## src/png_unf_pkg.sv

```systemverilog
// ---------------------------------------------------------------------------
// png_unf_pkg: shared types and constants
// Word layouts between the front end, the queues and the reconstruction back
// end, plus filter codes, register indexes and the bit flip helper.
// ---------------------------------------------------------------------------
package png_unf_pkg;

    localparam int DIM_W   = 11;
    localparam int CFG_IDX_W = 1;

    // register indexes on the configuration channel
    localparam logic [CFG_IDX_W-1:0] REG_IMAGE_WIDTH  = 1'b0;
    localparam logic [CFG_IDX_W-1:0] REG_IMAGE_HEIGHT = 1'b1;

    // row filter codes
    localparam logic [2:0] FILT_NONE  = 3'd0;
    localparam logic [2:0] FILT_SUB   = 3'd1;
    localparam logic [2:0] FILT_UP    = 3'd2;
    localparam logic [2:0] FILT_AVG   = 3'd3;
    localparam logic [2:0] FILT_PAETH = 3'd4;
    localparam logic [7:0] FILT_LAST  = 8'd4;

    // word from front end to back end (column index travels alongside)
    typedef struct packed {
        logic       bad;
        logic [7:0] data;
        logic [2:0] filter;
        logic       row_start;
        logic       first_row;
        logic       row_end;
        logic       image_end;
        logic [2:0] tail;
    } mid_word_t;

    // result word
    typedef struct packed {
        logic [7:0] bitmap;
        logic       last_row;
        logic       last_image;
        logic       bad;
    } out_word_t;

    function automatic logic [7:0] flip_byte(input logic [7:0] v);
        logic [7:0] r;
        for (int i = 0; i < 8; i++)
        begin
            r[i] = v[7-i];
        end
        return r;
    endfunction

endpackage

```

## src/png_unf_fifo.sv

```systemverilog
// ---------------------------------------------------------------------------
// png_unf_fifo: small register queue
// Flop-based FIFO with full/empty flags; read data comes straight from the
// entry at the read pointer.
// ---------------------------------------------------------------------------
module png_unf_fifo #(
    parameter int WIDTH = 8,
    parameter int DEPTH = 2
) (
    input  logic             clk,
    input  logic             rst_n,
    input  logic             wr_en,
    input  logic [WIDTH-1:0] wr_data,
    output logic             full,
    input  logic             rd_en,
    output logic [WIDTH-1:0] rd_data,
    output logic             empty
);
    localparam int AW = (DEPTH > 1) ? $clog2(DEPTH) : 1;

    logic [WIDTH-1:0] mem_reg [DEPTH];
    logic [AW-1:0]    wr_ptr_reg, wr_ptr_next;
    logic [AW-1:0]    rd_ptr_reg, rd_ptr_next;
    logic [AW:0]      count_reg, count_next;
    logic             do_wr, do_rd;

    assign full  = (count_reg == (AW+1)'(DEPTH));
    assign empty = (count_reg == '0);
    assign do_wr = wr_en && !full;
    assign do_rd = rd_en && !empty;
    assign rd_data = mem_reg[rd_ptr_reg];

    always_comb
    begin
        wr_ptr_next = wr_ptr_reg;
        rd_ptr_next = rd_ptr_reg;
        count_next  = count_reg;
        if (do_wr)
        begin
            wr_ptr_next = (wr_ptr_reg == AW'(DEPTH - 1)) ? '0 : wr_ptr_reg + 1'b1;
        end
        if (do_rd)
        begin
            rd_ptr_next = (rd_ptr_reg == AW'(DEPTH - 1)) ? '0 : rd_ptr_reg + 1'b1;
        end
        if (do_wr && !do_rd)
        begin
            count_next = count_reg + 1'b1;
        end
        else if (do_rd && !do_wr)
        begin
            count_next = count_reg - 1'b1;
        end
    end

    always_ff @(posedge clk or negedge rst_n)
    begin
        if (!rst_n)
        begin
            wr_ptr_reg <= '0;
            rd_ptr_reg <= '0;
            count_reg  <= '0;
        end
        else
        begin
            wr_ptr_reg <= wr_ptr_next;
            rd_ptr_reg <= rd_ptr_next;
            count_reg  <= count_next;
        end
    end

    always_ff @(posedge clk)
    begin
        if (do_wr)
        begin
            mem_reg[wr_ptr_reg] <= wr_data;
        end
    end

endmodule

```

## src/png_unf_front.sv

```systemverilog
// ---------------------------------------------------------------------------
// png_unf_front: byte classifier
// Tracks filter byte / data byte position, row and column counters, halts on
// a bad filter byte, and emits one work word per byte that yields a result.
// ---------------------------------------------------------------------------
module png_unf_front #(
    parameter int MAX_DIMENSION = 1024,
    parameter int ROW_DEPTH = 128,
    parameter int COL_W = 7,
    parameter int ADDR_W = 7
) (
    input  logic                          clk,
    input  logic                          rst_n,
    input  logic                          accept,
    input  logic [7:0]                    data_byte,
    input  logic                          first_of_image,
    input  logic [png_unf_pkg::DIM_W-1:0] image_width,
    input  logic [png_unf_pkg::DIM_W-1:0] image_height,
    output logic                          emit,
    output png_unf_pkg::mid_word_t        emit_word,
    output logic [ADDR_W-1:0]             emit_col
);
    import png_unf_pkg::*;

    logic             expect_reg, expect_next;
    logic             halted_reg, halted_next;
    logic             row_start_reg, row_start_next;
    logic [DIM_W-1:0] row_reg, row_next;
    logic [COL_W-1:0] col_reg, col_next;
    logic [2:0]       filter_reg, filter_next;

    logic [DIM_W-1:0] width_c, height_c;
    logic [DIM_W+1:0] width_ext;
    logic [COL_W:0]   bytes_per_row;
    logic [COL_W-1:0] col_e;
    logic [DIM_W:0]   row_inc;

    // effective state after an image restart
    logic             exp_s, halt_s, rs_s;
    logic [DIM_W-1:0] row_s;
    logic [COL_W-1:0] col_s;
    logic [2:0]       filt_s;

    always_comb
    begin
        width_c = image_width;
        if (image_width == '0)
        begin
            width_c = DIM_W'(1);
        end
        else if (32'(image_width) > MAX_DIMENSION)
        begin
            width_c = DIM_W'(MAX_DIMENSION);
        end
        height_c = image_height;
        if (image_height == '0)
        begin
            height_c = DIM_W'(1);
        end
        else if (32'(image_height) > MAX_DIMENSION)
        begin
            height_c = DIM_W'(MAX_DIMENSION);
        end
    end

    assign width_ext     = {2'b00, width_c} + (DIM_W+2)'(7);
    assign bytes_per_row = (COL_W+1)'(width_ext >> 3);

    always_comb
    begin
        exp_s  = expect_reg;
        halt_s = halted_reg;
        rs_s   = row_start_reg;
        row_s  = row_reg;
        col_s  = col_reg;
        filt_s = filter_reg;
        if (first_of_image)
        begin
            exp_s  = 1'b1;
            halt_s = 1'b0;
            rs_s   = 1'b0;
            row_s  = '0;
            col_s  = '0;
            filt_s = FILT_NONE;
        end

        // column clamp, only matters if the width shrank mid-image
        col_e = ({1'b0, col_s} >= bytes_per_row) ? COL_W'(bytes_per_row - 1'b1) : col_s;
        row_inc = {1'b0, row_s} + 1'b1;

        expect_next    = exp_s;
        halted_next    = halt_s;
        row_start_next = rs_s;
        row_next       = row_s;
        col_next       = col_s;
        filter_next    = filt_s;

        emit                = 1'b0;
        emit_word           = '0;
        emit_word.data      = data_byte;
        emit_word.filter    = filt_s;
        emit_word.row_start = rs_s;
        emit_word.first_row = (row_s == '0);
        emit_word.tail      = width_c[2:0];
        // a row byte past the end of the row memory shares entry 0
        emit_col            = ({1'b0, col_e} >= (COL_W+1)'(ROW_DEPTH)) ? '0
                                                                     : ADDR_W'(col_e);

        if (halt_s || (row_s >= height_c))
        begin
            emit = 1'b0;
        end
        else if (exp_s)
        begin
            if (data_byte > FILT_LAST)
            begin
                halted_next    = 1'b1;
                emit           = 1'b1;
                emit_word      = '0;
                emit_word.bad  = 1'b1;
            end
            else
            begin
                filter_next    = data_byte[2:0];
                expect_next    = 1'b0;
                row_start_next = 1'b1;
                col_next       = '0;
            end
        end
        else
        begin
            emit           = 1'b1;
            row_start_next = 1'b0;
            if ({1'b0, col_e} == bytes_per_row - 1'b1)
            begin
                emit_word.row_end   = 1'b1;
                emit_word.image_end = (row_inc >= {1'b0, height_c});
                row_next            = DIM_W'(row_inc);
                expect_next         = 1'b1;
                col_next            = '0;
            end
            else
            begin
                col_next = col_e + 1'b1;
            end
        end
        if (!accept)
        begin
            emit = 1'b0;
        end
    end

    always_ff @(posedge clk or negedge rst_n)
    begin
        if (!rst_n)
        begin
            expect_reg    <= 1'b1;
            halted_reg    <= 1'b0;
            row_start_reg <= 1'b0;
            row_reg       <= '0;
            col_reg       <= '0;
            filter_reg    <= FILT_NONE;
        end
        else if (accept)
        begin
            expect_reg    <= expect_next;
            halted_reg    <= halted_next;
            row_start_reg <= row_start_next;
            row_reg       <= row_next;
            col_reg       <= col_next;
            filter_reg    <= filter_next;
        end
    end

endmodule

```

## src/png_unf_back.sv

```systemverilog
// ---------------------------------------------------------------------------
// png_unf_back: scanline reconstruction
// Reads the byte above from the previous-row memory, applies the row filter
// and writes the rebuilt byte back; formats the bitmap result word.
// ---------------------------------------------------------------------------
module png_unf_back #(
    parameter int ROW_DEPTH = 128,
    parameter int COL_W = 7
) (
    input  logic                   clk,
    input  logic                   rst_n,
    input  logic                   in_empty,
    input  png_unf_pkg::mid_word_t in_word,
    input  logic [COL_W-1:0]       in_col,
    output logic                   in_pop,
    input  logic                   out_full,
    output logic                   out_push,
    output png_unf_pkg::out_word_t out_word
);
    import png_unf_pkg::*;

    logic [7:0]       row_mem [ROW_DEPTH];
    logic [7:0]       rdata_reg;
    logic             s1_valid_reg, s1_valid_next;
    mid_word_t        s1_word_reg;
    logic [COL_W-1:0] s1_col_reg;
    logic             byp_reg, byp_next;
    logic [7:0]       left_reg, upleft_reg;

    logic             fire, load, wr_mem;
    logic [7:0]       a, b, c, pred, recon, flipped, tmask;
    logic [8:0]       avg_sum;
    logic signed [9:0] pa, pb, pc;

    assign fire   = s1_valid_reg && !out_full;
    assign load   = !in_empty && (!s1_valid_reg || fire);
    assign in_pop = load;
    assign wr_mem = fire && !s1_word_reg.bad;
    assign s1_valid_next = load ? 1'b1 : (fire ? 1'b0 : s1_valid_reg);
    // same column written this cycle: take it from the left register next cycle
    assign byp_next = wr_mem && (s1_col_reg == in_col);

    always_comb
    begin
        a = s1_word_reg.row_start ? 8'h00 : left_reg;
        c = s1_word_reg.row_start ? 8'h00 : upleft_reg;
        b = s1_word_reg.first_row ? 8'h00 : (byp_reg ? left_reg : rdata_reg);

        avg_sum = {1'b0, a} + {1'b0, b};
        pa = ($signed({2'b00, b}) >= $signed({2'b00, c})) ?
             $signed({2'b00, b}) - $signed({2'b00, c}) :
             $signed({2'b00, c}) - $signed({2'b00, b});
        pb = ($signed({2'b00, a}) >= $signed({2'b00, c})) ?
             $signed({2'b00, a}) - $signed({2'b00, c}) :
             $signed({2'b00, c}) - $signed({2'b00, a});
        pc = ($signed(10'({2'b00, a}) + 10'({2'b00, b}) - 10'({1'b0, c, 1'b0})) >= 0) ?
             $signed(10'({2'b00, a}) + 10'({2'b00, b}) - 10'({1'b0, c, 1'b0})) :
             $signed(10'({1'b0, c, 1'b0}) - 10'({2'b00, a}) - 10'({2'b00, b}));

        case (s1_word_reg.filter)
            FILT_SUB:   pred = a;
            FILT_UP:    pred = b;
            FILT_AVG:   pred = avg_sum[8:1];
            FILT_PAETH:
            begin
                if (pa <= pb && pa <= pc)
                begin
                    pred = a;
                end
                else if (pb <= pc)
                begin
                    pred = b;
                end
                else
                begin
                    pred = c;
                end
            end
            default:    pred = 8'h00;
        endcase
        recon = s1_word_reg.data + pred;

        flipped = flip_byte(~recon);
        tmask   = 8'hFF;
        if (s1_word_reg.row_end && (s1_word_reg.tail != 3'd0))
        begin
            tmask = 8'((9'd1 << s1_word_reg.tail) - 9'd1);
        end

        out_word            = '0;
        out_word.bad        = s1_word_reg.bad;
        if (!s1_word_reg.bad)
        begin
            out_word.bitmap     = flipped & tmask;
            out_word.last_row   = s1_word_reg.row_end;
            out_word.last_image = s1_word_reg.image_end;
        end
    end

    assign out_push = fire;

    always_ff @(posedge clk or negedge rst_n)
    begin
        if (!rst_n)
        begin
            s1_valid_reg <= 1'b0;
            byp_reg      <= 1'b0;
            left_reg     <= 8'h00;
            upleft_reg   <= 8'h00;
        end
        else
        begin
            s1_valid_reg <= s1_valid_next;
            if (load)
            begin
                byp_reg <= byp_next;
            end
            if (wr_mem)
            begin
                left_reg   <= recon;
                upleft_reg <= b;
            end
        end
    end

    always_ff @(posedge clk)
    begin
        if (load)
        begin
            s1_word_reg <= in_word;
            s1_col_reg  <= in_col;
            rdata_reg   <= row_mem[in_col];
        end
        if (wr_mem)
        begin
            row_mem[s1_col_reg] <= recon;
        end
    end

endmodule

```

## src/png_scanline_unfilter_1bpp_core.sv

```systemverilog
// ---------------------------------------------------------------------------
// png_scanline_unfilter_1bpp_core: PNG 1-bit grayscale row reconstruction
// Rebuilds filtered scanlines (none/sub/up/average/Paeth) from an inflated
// byte stream and emits inverted, bit-reversed, tail-masked bitmap words.
// ---------------------------------------------------------------------------
// Usage:
//  - Input queue side: present data_byte/first_of_image with push; a word is
//    taken on any edge with push high and full low. Assert first_of_image on
//    the first byte of each image (it is that image's first filter byte).
//  - Result queue side: while empty is low the oldest result sits on
//    bitmap_byte/last_of_row/last_of_image/bad_filter; pop takes it.
//  - Config channel: cfg_valid/cfg_ready (ready always high), cfg_index 0 is
//    image_width, 1 is image_height. Write only while the block is idle.
//  - Throughput: one input word per cycle while full is low; filter bytes
//    make no result. The combinational filter path (add/Paeth chain) and a
//    row memory that is read and written together, with a write-to-read
//    bypass, set this rate. A taken data byte passes the front queue, then
//    the reconstruction stage, then the result queue that the result side reads.
//  - A filter byte above 4 yields one bad_filter word, then all input is
//    dropped until first_of_image. Bytes after the last row are dropped.
//  - Reset: width and height return to 1, counters clear, queues empty. The
//    row memory is not cleared; the first row never uses it.
//  - A stalled result side backs up through the queues until full rises;
//    nothing is lost. Row memory holds MAX_DIMENSION/8 bytes; a longer row
//    folds its last byte onto entry 0.
// ---------------------------------------------------------------------------
module png_scanline_unfilter_1bpp_core #(
    parameter int MAX_DIMENSION = 1024
) (
    input  logic                              clk,
    input  logic                              rst_n,
    // input queue side
    input  logic                              push,
    output logic                              full,
    input  logic [7:0]                        data_byte,
    input  logic                              first_of_image,
    // result queue side
    output logic                              empty,
    input  logic                              pop,
    output logic [7:0]                        bitmap_byte,
    output logic                              last_of_row,
    output logic                              last_of_image,
    output logic                              bad_filter,
    // configuration
    input  logic                              cfg_valid,
    output logic                              cfg_ready,
    input  logic [png_unf_pkg::CFG_IDX_W-1:0] cfg_index,
    input  logic [png_unf_pkg::DIM_W-1:0]     cfg_data
);
    import png_unf_pkg::*;

    localparam int ROW_DEPTH     = MAX_DIMENSION / 8;
    localparam int ROW_BYTES_MAX = (MAX_DIMENSION + 7) / 8;
    localparam int COL_W         = (ROW_BYTES_MAX > 1) ? $clog2(ROW_BYTES_MAX) : 1;
    localparam int ADDR_W        = (ROW_DEPTH > 1) ? $clog2(ROW_DEPTH) : 1;
    localparam int MID_W         = $bits(mid_word_t) + ADDR_W;

    logic [DIM_W-1:0]  width_reg, height_reg;

    logic              accept;
    logic              emit;
    mid_word_t         emit_word;
    logic [ADDR_W-1:0] emit_col;

    logic              mid_empty, mid_pop;
    logic [MID_W-1:0]  mid_rd;
    mid_word_t         mid_word;
    logic [ADDR_W-1:0] mid_col;

    logic              res_full, res_push;
    out_word_t         res_word, res_head;

    // config registers: always ready, one write per handshake
    assign cfg_ready = 1'b1;

    always_ff @(posedge clk or negedge rst_n)
    begin
        if (!rst_n)
        begin
            width_reg  <= DIM_W'(1);
            height_reg <= DIM_W'(1);
        end
        else if (cfg_valid)
        begin
            case (cfg_index)
                REG_IMAGE_WIDTH:  width_reg  <= cfg_data;
                REG_IMAGE_HEIGHT: height_reg <= cfg_data;
                default:          width_reg  <= width_reg;
            endcase
        end
    end

    assign accept = push && !full;

    png_unf_front #(
        .MAX_DIMENSION(MAX_DIMENSION),
        .ROW_DEPTH    (ROW_DEPTH),
        .COL_W        (COL_W),
        .ADDR_W       (ADDR_W)
    ) u_front (
        .clk           (clk),
        .rst_n         (rst_n),
        .accept        (accept),
        .data_byte     (data_byte),
        .first_of_image(first_of_image),
        .image_width   (width_reg),
        .image_height  (height_reg),
        .emit          (emit),
        .emit_word     (emit_word),
        .emit_col      (emit_col)
    );

    // decoupling queue between classifier and reconstruction
    png_unf_fifo #(
        .WIDTH(MID_W),
        .DEPTH(2)
    ) u_mid_q (
        .clk    (clk),
        .rst_n  (rst_n),
        .wr_en  (emit),
        .wr_data({emit_word, emit_col}),
        .full   (full),
        .rd_en  (mid_pop),
        .rd_data(mid_rd),
        .empty  (mid_empty)
    );

    assign mid_word = mid_word_t'(mid_rd[MID_W-1:ADDR_W]);
    assign mid_col  = mid_rd[ADDR_W-1:0];

    png_unf_back #(
        .ROW_DEPTH(ROW_DEPTH),
        .COL_W    (ADDR_W)
    ) u_back (
        .clk     (clk),
        .rst_n   (rst_n),
        .in_empty(mid_empty),
        .in_word (mid_word),
        .in_col  (mid_col),
        .in_pop  (mid_pop),
        .out_full(res_full),
        .out_push(res_push),
        .out_word(res_word)
    );

    // result queue: keeps results while the receiver stalls
    png_unf_fifo #(
        .WIDTH($bits(out_word_t)),
        .DEPTH(2)
    ) u_res_q (
        .clk    (clk),
        .rst_n  (rst_n),
        .wr_en  (res_push),
        .wr_data(res_word),
        .full   (res_full),
        .rd_en  (pop),
        .rd_data(res_head),
        .empty  (empty)
    );

    assign bitmap_byte   = res_head.bitmap;
    assign last_of_row   = res_head.last_row;
    assign last_of_image = res_head.last_image;
    assign bad_filter    = res_head.bad;

endmodule

```

## config.mk

```make
export PLATFORM = sky130hd
export DESIGN_NAME = png_scanline_unfilter_1bpp_core
export DESIGN_NICKNAME = d
export VERILOG_FILES = /design/src/png_unf_pkg.sv /design/src/png_unf_fifo.sv /design/src/png_unf_front.sv /design/src/png_unf_back.sv /design/src/png_scanline_unfilter_1bpp_core.sv
export SDC_FILE = /design/constraint.sdc
export NUM_CORES = 2
export LEC_CHECK = 0
export BUFFER_PORTS_ARGS = -buffer_cell sky130_fd_sc_hd__buf_2
export CAP_MARGIN = 10
export CORE_AREA = 5 5 295 297
export CTS_CLUSTER_SIZE = 14
export DETAILED_ROUTE_END_ITERATION = 7
export DIE_AREA = 0 0 300 302
export PLACE_DENSITY_LB_ADDON = 0.25
export SLEW_MARGIN = 20
export SYNTH_ARGS = -nofsm -noshare
export SYNTH_HDL_FRONTEND = slang
export SYNTH_SLANG_ARGS = --single-unit
```

## constraint.sdc

```tcl
create_clock -name clk -period 19.5 [get_ports clk]
set_input_delay 3.9 -clock clk [delete_from_list [all_inputs] [get_ports clk]]
set_output_delay 3.9 -clock clk [all_outputs]
set_load 0.02 [all_outputs]
```

# Yosys cells after proc, flatten, opt, wreduce, memory -nomap -nowiden
# Memory sizes are Yosys's and may differ from the RTL's. A register that Yosys moved wholly into a read port is not among the register bits.
# Index checks and enable logic that the tools add are counted.
totals:
  regBits: 98
  latchBits: 0
  mem_bits_rw: 1098
  rom_bits: 0
  in_bits: 26
  out_inout_bits: 14
  elab_cells: 183
  mem_count: 3
classes:
  addsub: 23
  multipliers: 0
  n_div: 0
  order_cmp: 12
  eq_ne: 8
  n_shift: 1
  muxes: 68
  bitwise_logic: 3
  n_reduce_logical: 38
mem_list:
  columns: ["name", "depth", "word_bits", "read_ports", "rd_clocked_by_memory_dff", "write_ports", "line_no", "text"]
  rows:
  - ["u_back.row_mem", 128, 8, 1, 1, 1, "png_unf_back.sv:22", "logic [7:0] row_mem [ROW_DEPTH];"]
  - ["u_mid_q.mem_reg", 2, 26, 1, 0, 1, "png_unf_fifo.sv:21", "logic [WIDTH-1:0] mem_reg [DEPTH];"]
  - ["u_res_q.mem_reg", 2, 11, 1, 0, 1, "png_unf_fifo.sv:21", null]
op_table:
  columns: ["cell", "n"]
  rows:
  - ["2-to-1 mux 11 bit", 8]
  - ["2-to-1 mux 8 bit", 7]
  - ["2-to-1 mux 7 bit", 6]
  - ["2-to-1 mux 10 bit", 4]
  - ["2-to-1 mux 19 bit", 2]
  - ["subtractor 8 x 8 -> 9 bit", 4]
  - ["logical NOT 11 bit", 3]
  - ["case mux 8 bit (4 select lines)", 1]
  - ["<= comparator 10 bit", 3]
  - ["2-to-1 mux 1 bit", 28]
  - ["greater-than comparator 11 bit, second input constant", 2]
  - ["adder 8 x 8 -> 9 bit", 2]
  - ["greater-or-equal comparator 8 bit", 2]
  - ["subtractor 8 x 1 -> 8 bit, second input constant", 2]
  - ["logical AND 1 bit", 15]
  - ["2-to-1 mux 3 bit", 5]
  - ["2-to-1 mux 14 bit", 1]
  - ["adder 11 x 1 -> 12 bit, second input constant", 1]
  - ["greater-or-equal comparator 12 x 11 -> 1 bit", 1]
  - ["2-to-1 mux 2 bit", 6]
  - ["adder 11 x 3 -> 11 bit, second input constant", 1]
  - ["greater-or-equal comparator 11 bit", 1]
  - ["greater-or-equal comparator 10 x 1 -> 1 bit, second input constant", 1]
  - ["logical NOT 1 bit", 10]
  - ["other kinds (25)", 37]

# Longest topological paths before layout
logic_depth:
  ltp_word: 14
  mapped_depth: 40
  depth_no_buf: 37

# By module
# A second synthesis with hierarchy kept.
unflattened:
  cells_unflattened: 3035
  area_unflattened_um2: 53247.3
by_module_without_submodules:
  columns: ["module", "n_inst", "cells_per_inst", "area_per_inst_um2", "seq_area_each_um2"]
  rows:
  - ["png_unf_back", 1, 2422, 46027.9, 32220.9]
  - ["png_unf_front", 1, 409, 3156.8, 601.8]
  - ["png_unf_fifo at u_mid_q", 1, 100, 2173.3, 1661.6]
  - ["png_unf_fifo at u_res_q", 1, 53, 991.0, 760.7]
  - ["png_scanline_unfilter_1bpp_core", 1, 51, 898.4, 553.0]

# Least setup slack after synthesis
# OpenSTA, ideal clock, no wires.
synth_path:
  kind: "register to register"
  start: "register u_back.byp_reg"
  end: "memory u_back.row_mem[0][6] (data pin)"
  setup_ps: 941
  t_arrival_ps: 9941
  required_time_ps: 18559
  path_slack_ps: 8617
  stages_incl_launch_ff: 34
  n_path_buf: 4
  cell_sequence: "dfrtp_1 -> buf_2 -> mux2i_1 -> or2_2 -> clkbuf_1 -> inv_1 -> xnor2_1 -> ha_1 -> a21o_1 -> ha_1 -> o211ai_1 -> o21ai_0 -> o2111ai_1 -> nand2_1 -> clkbuf_1 -> a211o_1 -> ha_1 -> and4_1 -> nand3_1 -> o41ai_2 -> nand2b_1 -> a21boi_1 -> buf_2 -> nor3_1 -> a311o_1 -> ha_1 -> inv_1 -> fa_1 -> inv_1 -> a21oi_1 -> o21bai_1 -> a21o_1 -> a21oi_1 -> xnor2_1"
synth_via:
  elab_chain_len: 11
  elab_cells_between_ends: 20
  cone_classes: "add/sub: 7; order compare: 5; mux: 7; reduce/logical: 1"
synth_rtl:
  columns: ["item", "line_no", "text"]
  rows:
  - ["start: declaration", "png_unf_back.sv:27", "logic byp_reg, byp_next;"]
  - ["start signal: assignment", "png_unf_back.sv:116", "byp_reg <= byp_next;"]
  - ["2-to-1 mux 8 bit (*) (2 in a row)", "png_unf_back.sv:47", "b = s1_word_reg.first_row ? 8'h00 : (byp_reg ? left_reg : rdata_reg);"]
  - ["via u_back.b[1]", "png_unf_back.sv:31", "logic [7:0] a, b, c, pred, recon, flipped, tmask;"]
  - ["adder 8 x 8 -> 9 bit", "png_unf_back.sv:49, png_unf_back.sv:56, png_unf_back.sv:57", null]
  - ["subtractor 9 x 9 -> 10 bit", "png_unf_back.sv:56", "pc = ($signed(10'({2'b00, a}) + 10'({2'b00, b}) - 10'({1'b0, c, 1'b0})) >= 0) ?"]
  - ["greater-or-equal comparator 10 x 1 -> 1 bit", "png_unf_back.sv:56", null]
  - ["2-to-1 mux 10 bit", "png_unf_back.sv:56", null]
  - ["<= comparator 10 bit (on tied branches)", "png_unf_back.sv:70, png_unf_back.sv:66", null]
  - ["2-to-1 mux 8 bit or logical AND 1 bit (tied branches)", "png_unf_back.sv:70, png_unf_back.sv:66", null]
  - ["2-to-1 mux 8 bit", "png_unf_back.sv:66", "if (pa <= pb && pa <= pc)"]
  - ["case mux 8 bit (4 select lines) (*)", "png_unf_back.sv:60", "case (s1_word_reg.filter)"]
  - ["adder 8 bit (*)", "png_unf_back.sv:81", "recon = s1_word_reg.data + pred;"]
  - ["via u_back.recon[6]", "png_unf_back.sv:31", null]
  - ["end: declaration", "png_unf_back.sv:22", null]
# The timed path passes the listed nets; every way through them passes the cells marked *.

# Final worst setup path
layout_path:
  start: "register u_back.s1_word_reg[6] (netlist bit)"
  end: "memory u_back.row_mem[5][7] (data pin)"
layout_via:
  elab_chain_len: 10
  elab_cells_between_ends: 25
  cone_classes: "add/sub: 10; order compare: 6; mux: 8; reduce/logical: 1"
layout_rtl:
  columns: ["item", "line_no", "text"]
  rows:
  - ["start: declaration", "png_unf_back.sv:25", "mid_word_t s1_word_reg;"]
  - ["start signal: assignment", "png_unf_back.sv:130", "s1_word_reg <= in_word;"]
  - ["2-to-1 mux 8 bit", "png_unf_back.sv:45", "a = s1_word_reg.row_start ? 8'h00 : left_reg;"]
  - ["adder 8 x 8 -> 9 bit", "png_unf_back.sv:49, png_unf_back.sv:56, png_unf_back.sv:57", null]
  - ["subtractor 9 x 9 -> 10 bit", "png_unf_back.sv:56", null]
  - ["greater-or-equal comparator 10 x 1 -> 1 bit", "png_unf_back.sv:56", null]
  - ["2-to-1 mux 10 bit", "png_unf_back.sv:56", null]
  - ["<= comparator 10 bit (on tied branches)", "png_unf_back.sv:70, png_unf_back.sv:66", null]
  - ["2-to-1 mux 8 bit or logical AND 1 bit (tied branches)", "png_unf_back.sv:70, png_unf_back.sv:66", null]
  - ["2-to-1 mux 8 bit", "png_unf_back.sv:66", null]
  - ["case mux 8 bit (4 select lines) (*)", "png_unf_back.sv:60", null]
  - ["adder 8 bit (*)", "png_unf_back.sv:81", null]
  - ["via u_back.recon[7]", "png_unf_back.sv:31", null]
# Marks and branches as above.

==> impl_results.rst <==
.. list-table::
   :header-rows: 1

   * - Metric
     - Value
   * - Final Hold Vio Count
     - 0
   * - Min-Delay Endpoint
     - u_front.col_reg[4]
   * - Largest net degree at the start of global routing
     - 163
   * - Number of optimization iterations in the first detailed-route pass
     - 6
   * - Crit start category
     - flip-flop
   * - Dominant register cell in the synthesized netlist
     - sky130_fd_sc_hd__edfxtp_1
   * - Hold path startpoint
     - u_front.col_reg[4]
   * - Share of synthesized flip-flops with an asynchronous set or reset
     - 5.98%
   * - Net count of the finished layout
     - 4666
   * - Global-route wire length before repair
     - 200000 µm
   * - TritonCTS clock tree
     - built
   * - Delay of the slowest critical-path stage
     - 850 ps
   * - Sum Neg Setup Slack
     - 0 ps
   * - Total I/O pin count
     - 40
   * - PostCTS Resize Cnt
     - 0
   * - Reg clk slew, reported paths
     - approximately 60 ps
   * - Insertion delay of the later-clocked pin in the worst-skew pair
     - 690 ps
   * - CTS Buf Count
     - roughly 120
   * - Worst-path fanout max
     - 108
   * - Slew HR
     - 27.6%
   * - Final std cells w/o fill
     - 5682
   * - Vias per std cell
     - 6.38
   * - Via count of the first global-routing pass
     - 34710
   * - Count of cells along the worst register-to-register path
     - 34
   * - Post-route standard cell area excluding fillers
     - 58800 µm²
   * - Post-route fraction of the period consumed by the critical path
     - 50.7%
   * - Top post-synthesis cells by area
     - sky130_fd_sc_hd__edfxtp_1 (63%), sky130_fd_sc_hd__nand2_1 (7.9%), sky130_fd_sc_hd__nand3_1 (5.1%)
   * - Cell depth of the worst hold path
     - 1
   * - Count of hold-fix buffers inserted at cts
     - 0
   * - Clock root buffer
     - sky130_fd_sc_hd__clkbuf_16
   * - Chip Height
     - 302 µm
   * - Worst Path Required
     - 19830 ps
   * - Net Count, Synth
     - ~4700
   * - Routed vias
     - 36278
   * - Unrepaired setup endpoints after global routing
     - no
   * - Final clock skew
     - 43.3 ps
   * - Leading area contributor after synthesis
     - sky130_fd_sc_hd__edfxtp_1
   * - Area of the placeable core
     - 84300 µm²
   * - Launching point of the worst reg2reg path
     - u_back.s1_word_reg[6]
   * - Post-Place Cell Area
     - around 55000 µm²
   * - Number of antenna-violating nets in the routed design
     - 0
   * - Number of enable flip-flop cells after synthesis
     - around 1100
   * - Slack of the worst reg-to-reg path
     - 9620 ps
   * - Final HPWL DP
     - a little under 80000 µm
   * - Per-instance average area after synthesis
     - 11.8 µm²
   * - # H-tree levels
     - 3
   * - Effective utilization at floorplan
     - 64.1%
   * - Synthesized instance count
     - 4561
   * - Final number of setup-violating endpoints
     - 0
   * - Routability cong.
     - 0.916
   * - Kind of path behind the tightest hold check
     - flip-flop to flip-flop
   * - Cell class contributing the biggest share of worst-path delay
     - compound AO/OA/AOI/OAI gates
   * - Synthesized cell area
     - roughly 54000 µm²
   * - Critical path buffer and inverter count
     - 2
   * - Signal arrival time at the worst endpoint
     - 10210 ps
   * - Number of distinct standard cells referenced by the synthesized netlist
     - 86
   * - CTS sink count
     - 1204
   * - Layout overhead on the synthesized area
     - 8.78%
   * - Number of antenna violations at the first check in global routing
     - 1
   * - Sequential share of the synthesized area
     - around 66%
   * - FMAX
     - 101 MHz
   * - Critical setup path kind
     - flip-flop to flip-flop
   * - Total setup buffers inserted after CTS
     - 0
   * - Tightest Pin Transition
     - 1090 ps
   * - Max-cap violations
     - 0
   * - Crit path top cell by count
     - sky130_fd_sc_hd__nand3_1
   * - Global router's overall resource usage
     - 28.3%
   * - Antenna cells
     - 0
   * - Setup crit end kind
     - flip-flop
   * - Pins over their slew limit
     - 0
   * - Ratio of cells with drive above 1 in the final layout
     - 7.73%
   * - Outcome
     - completed
   * - Synthesized flop and latch total
     - ~1200
   * - Total instance count after detailed placement
     - 5468
   * - Warnings, synthesis
     - 0
   * - Endpoint of the lowest-slack register-to-register path
     - u_back.row_mem[5][7]
   * - Maximum clock insertion buffer count
     - 3
   * - Max FFs per register
     - 1024
   * - Routed wire length
     - between 100000 and 150000 µm
   * - Port Buf Inserts
     - 38
   * - Drt initial violations
     - ~4600
   * - Area enclosed by the die boundary
     - just over 90000 µm²
   * - Routed WL per cell
     - ~23 µm
   * - Fraction of synthesized cell area taken by the top area cell type
     - 62.9%
   * - Row Count
     - ~110
   * - GR Overflow Total
     - 0
   * - Die width
     - ~300 µm
   * - DRC errors left
     - 0
   * - Fin crit period
     - 9880 ps
   * - Slowest cell on the critical path
     - sky130_fd_sc_hd__buf_4
[how the worst max path moves through the flow]
stage | end | slack [ps] | from | cells past startpoint
2_1_floorplan | u_back.row_mem[0][6] | 8620 | u_back.byp_reg | 33
3_3_place_gp | u_back.row_mem[12][7] | 10060 | u_back.s1_word_reg[6] | 34
3_5_place_dp | u_back.row_mem[13][7] | 9830 | u_back.byp_reg | 35
4_1_cts | u_back.row_mem[87][7] | 9820 | u_back.byp_reg | 33
5_1_grt | u_back.row_mem[67][7] | 8960 | u_back.byp_reg | 33
6_report | u_back.row_mem[5][7] | 9620 | u_back.s1_word_reg[6] | 34
[cell type report]
type	instances	area [µm²]
clock buffer	149	3080
clock inverter	65	562
fill	5678	25600
inverter	114	445
multi-input combinational	2969	16900
sequential	1204	35800
tap	1090	1360
timing repair buffer	91	628
[synthesized netlist by cell type (8+ instances only)]
library cell and count:
sky130_fd_sc_hd__a211oi_1 11, sky130_fd_sc_hd__a21o_1 28, sky130_fd_sc_hd__a21oi_1 78, sky130_fd_sc_hd__a22o_1 11, sky130_fd_sc_hd__a311oi_1 176, sky130_fd_sc_hd__a31oi_1 23, sky130_fd_sc_hd__and2_1 10, sky130_fd_sc_hd__and3_1 71
sky130_fd_sc_hd__buf_1 35, sky130_fd_sc_hd__clkbuf_1 231, sky130_fd_sc_hd__dfrtp_1 69, sky130_fd_sc_hd__edfxtp_1 1132, sky130_fd_sc_hd__fa_1 12, sky130_fd_sc_hd__ha_1 133, sky130_fd_sc_hd__inv_1 110, sky130_fd_sc_hd__mux2_2 62
sky130_fd_sc_hd__mux2i_1 30, sky130_fd_sc_hd__nand2_1 1143, sky130_fd_sc_hd__nand2b_1 40, sky130_fd_sc_hd__nand3_1 547, sky130_fd_sc_hd__nand4_1 9, sky130_fd_sc_hd__nor2_1 211, sky130_fd_sc_hd__nor2b_1 31, sky130_fd_sc_hd__nor3_1 20
sky130_fd_sc_hd__nor4_1 11, sky130_fd_sc_hd__o21a_1 20, sky130_fd_sc_hd__o21ai_0 80, sky130_fd_sc_hd__o311ai_0 8, sky130_fd_sc_hd__o31ai_1 9, sky130_fd_sc_hd__xnor2_1 46, sky130_fd_sc_hd__xor2_1 32
[stage by stage]
step | hold slack (ps) | worst slack, ps | util (%)
floorplan | 451 | 8620 | -
global placement | 471 | 10060 | 65.4
detailed placement | 474 | 9830 | 65.4
CTS | 495 | 9820 | 69.7
global route | 506 | 8960 | 69.7
finish | 494 | 9620 | 69.7
[kinds of logic after synthesis]
logic type	after synthesis	share of synthesized area, %
adders and majority gates	145	3.52
xor gates and xnor gates	81	1.38
AOI/OAI and AO/OA	514	6.99
other	1	0.00694
DFF	1204	66.2
buffers and inverters	388	2.72
and+or+nand+nor	2136	17.3
muxes	92	1.85
[layer usage]
metal | vias to the layer above | share of wire, % | global-route usage [%]
li1 | 16463 | - | -
met1 | 17709 | 40 | 39.9
met2 | 1792 | 47 | 45.2
met3 | 312 | 8.9 | 4.93
met4 | 2 | 3.7 | 10.6
met5 | - | 0.0099 | 0
[placed cells by master (no fill, tap or decap), drive strengths merged, types with 8 or more instances in the layout]
| cell type | instances |
|---|---|
| clkbuf | 149 |
| buf | 91 |
| fa | 12 |
| a21o | 28 |
| xnor2 | 47 |
| a22o | 11 |
| o21ai | 81 |
| ha | 133 |
| a211oi | 12 |
| clkinv | 52 |
| nand2 | 1143 |
| edfxtp | 1132 |
| nand2b | 40 |
| xor2 | 32 |
| a31oi | 23 |
| dfrtp | 69 |
| nor3 | 20 |
| mux2i | 30 |
| nor2 | 212 |
| nand3 | 548 |
| a311oi | 176 |
| and2 | 10 |
| mux2 | 62 |
| o31ai | 9 |
| and3 | 72 |
| inv | 115 |
| o21a | 20 |
| o311ai | 8 |
| nor2b | 31 |
| a21oi | 79 |
| nor4 | 12 |
| bufinv | 8 |
| nand4 | 9 |
Power is left out: the tool's default activity adds up to more than one toggle a clock period on the data nets, which glitch-free logic cannot reach.
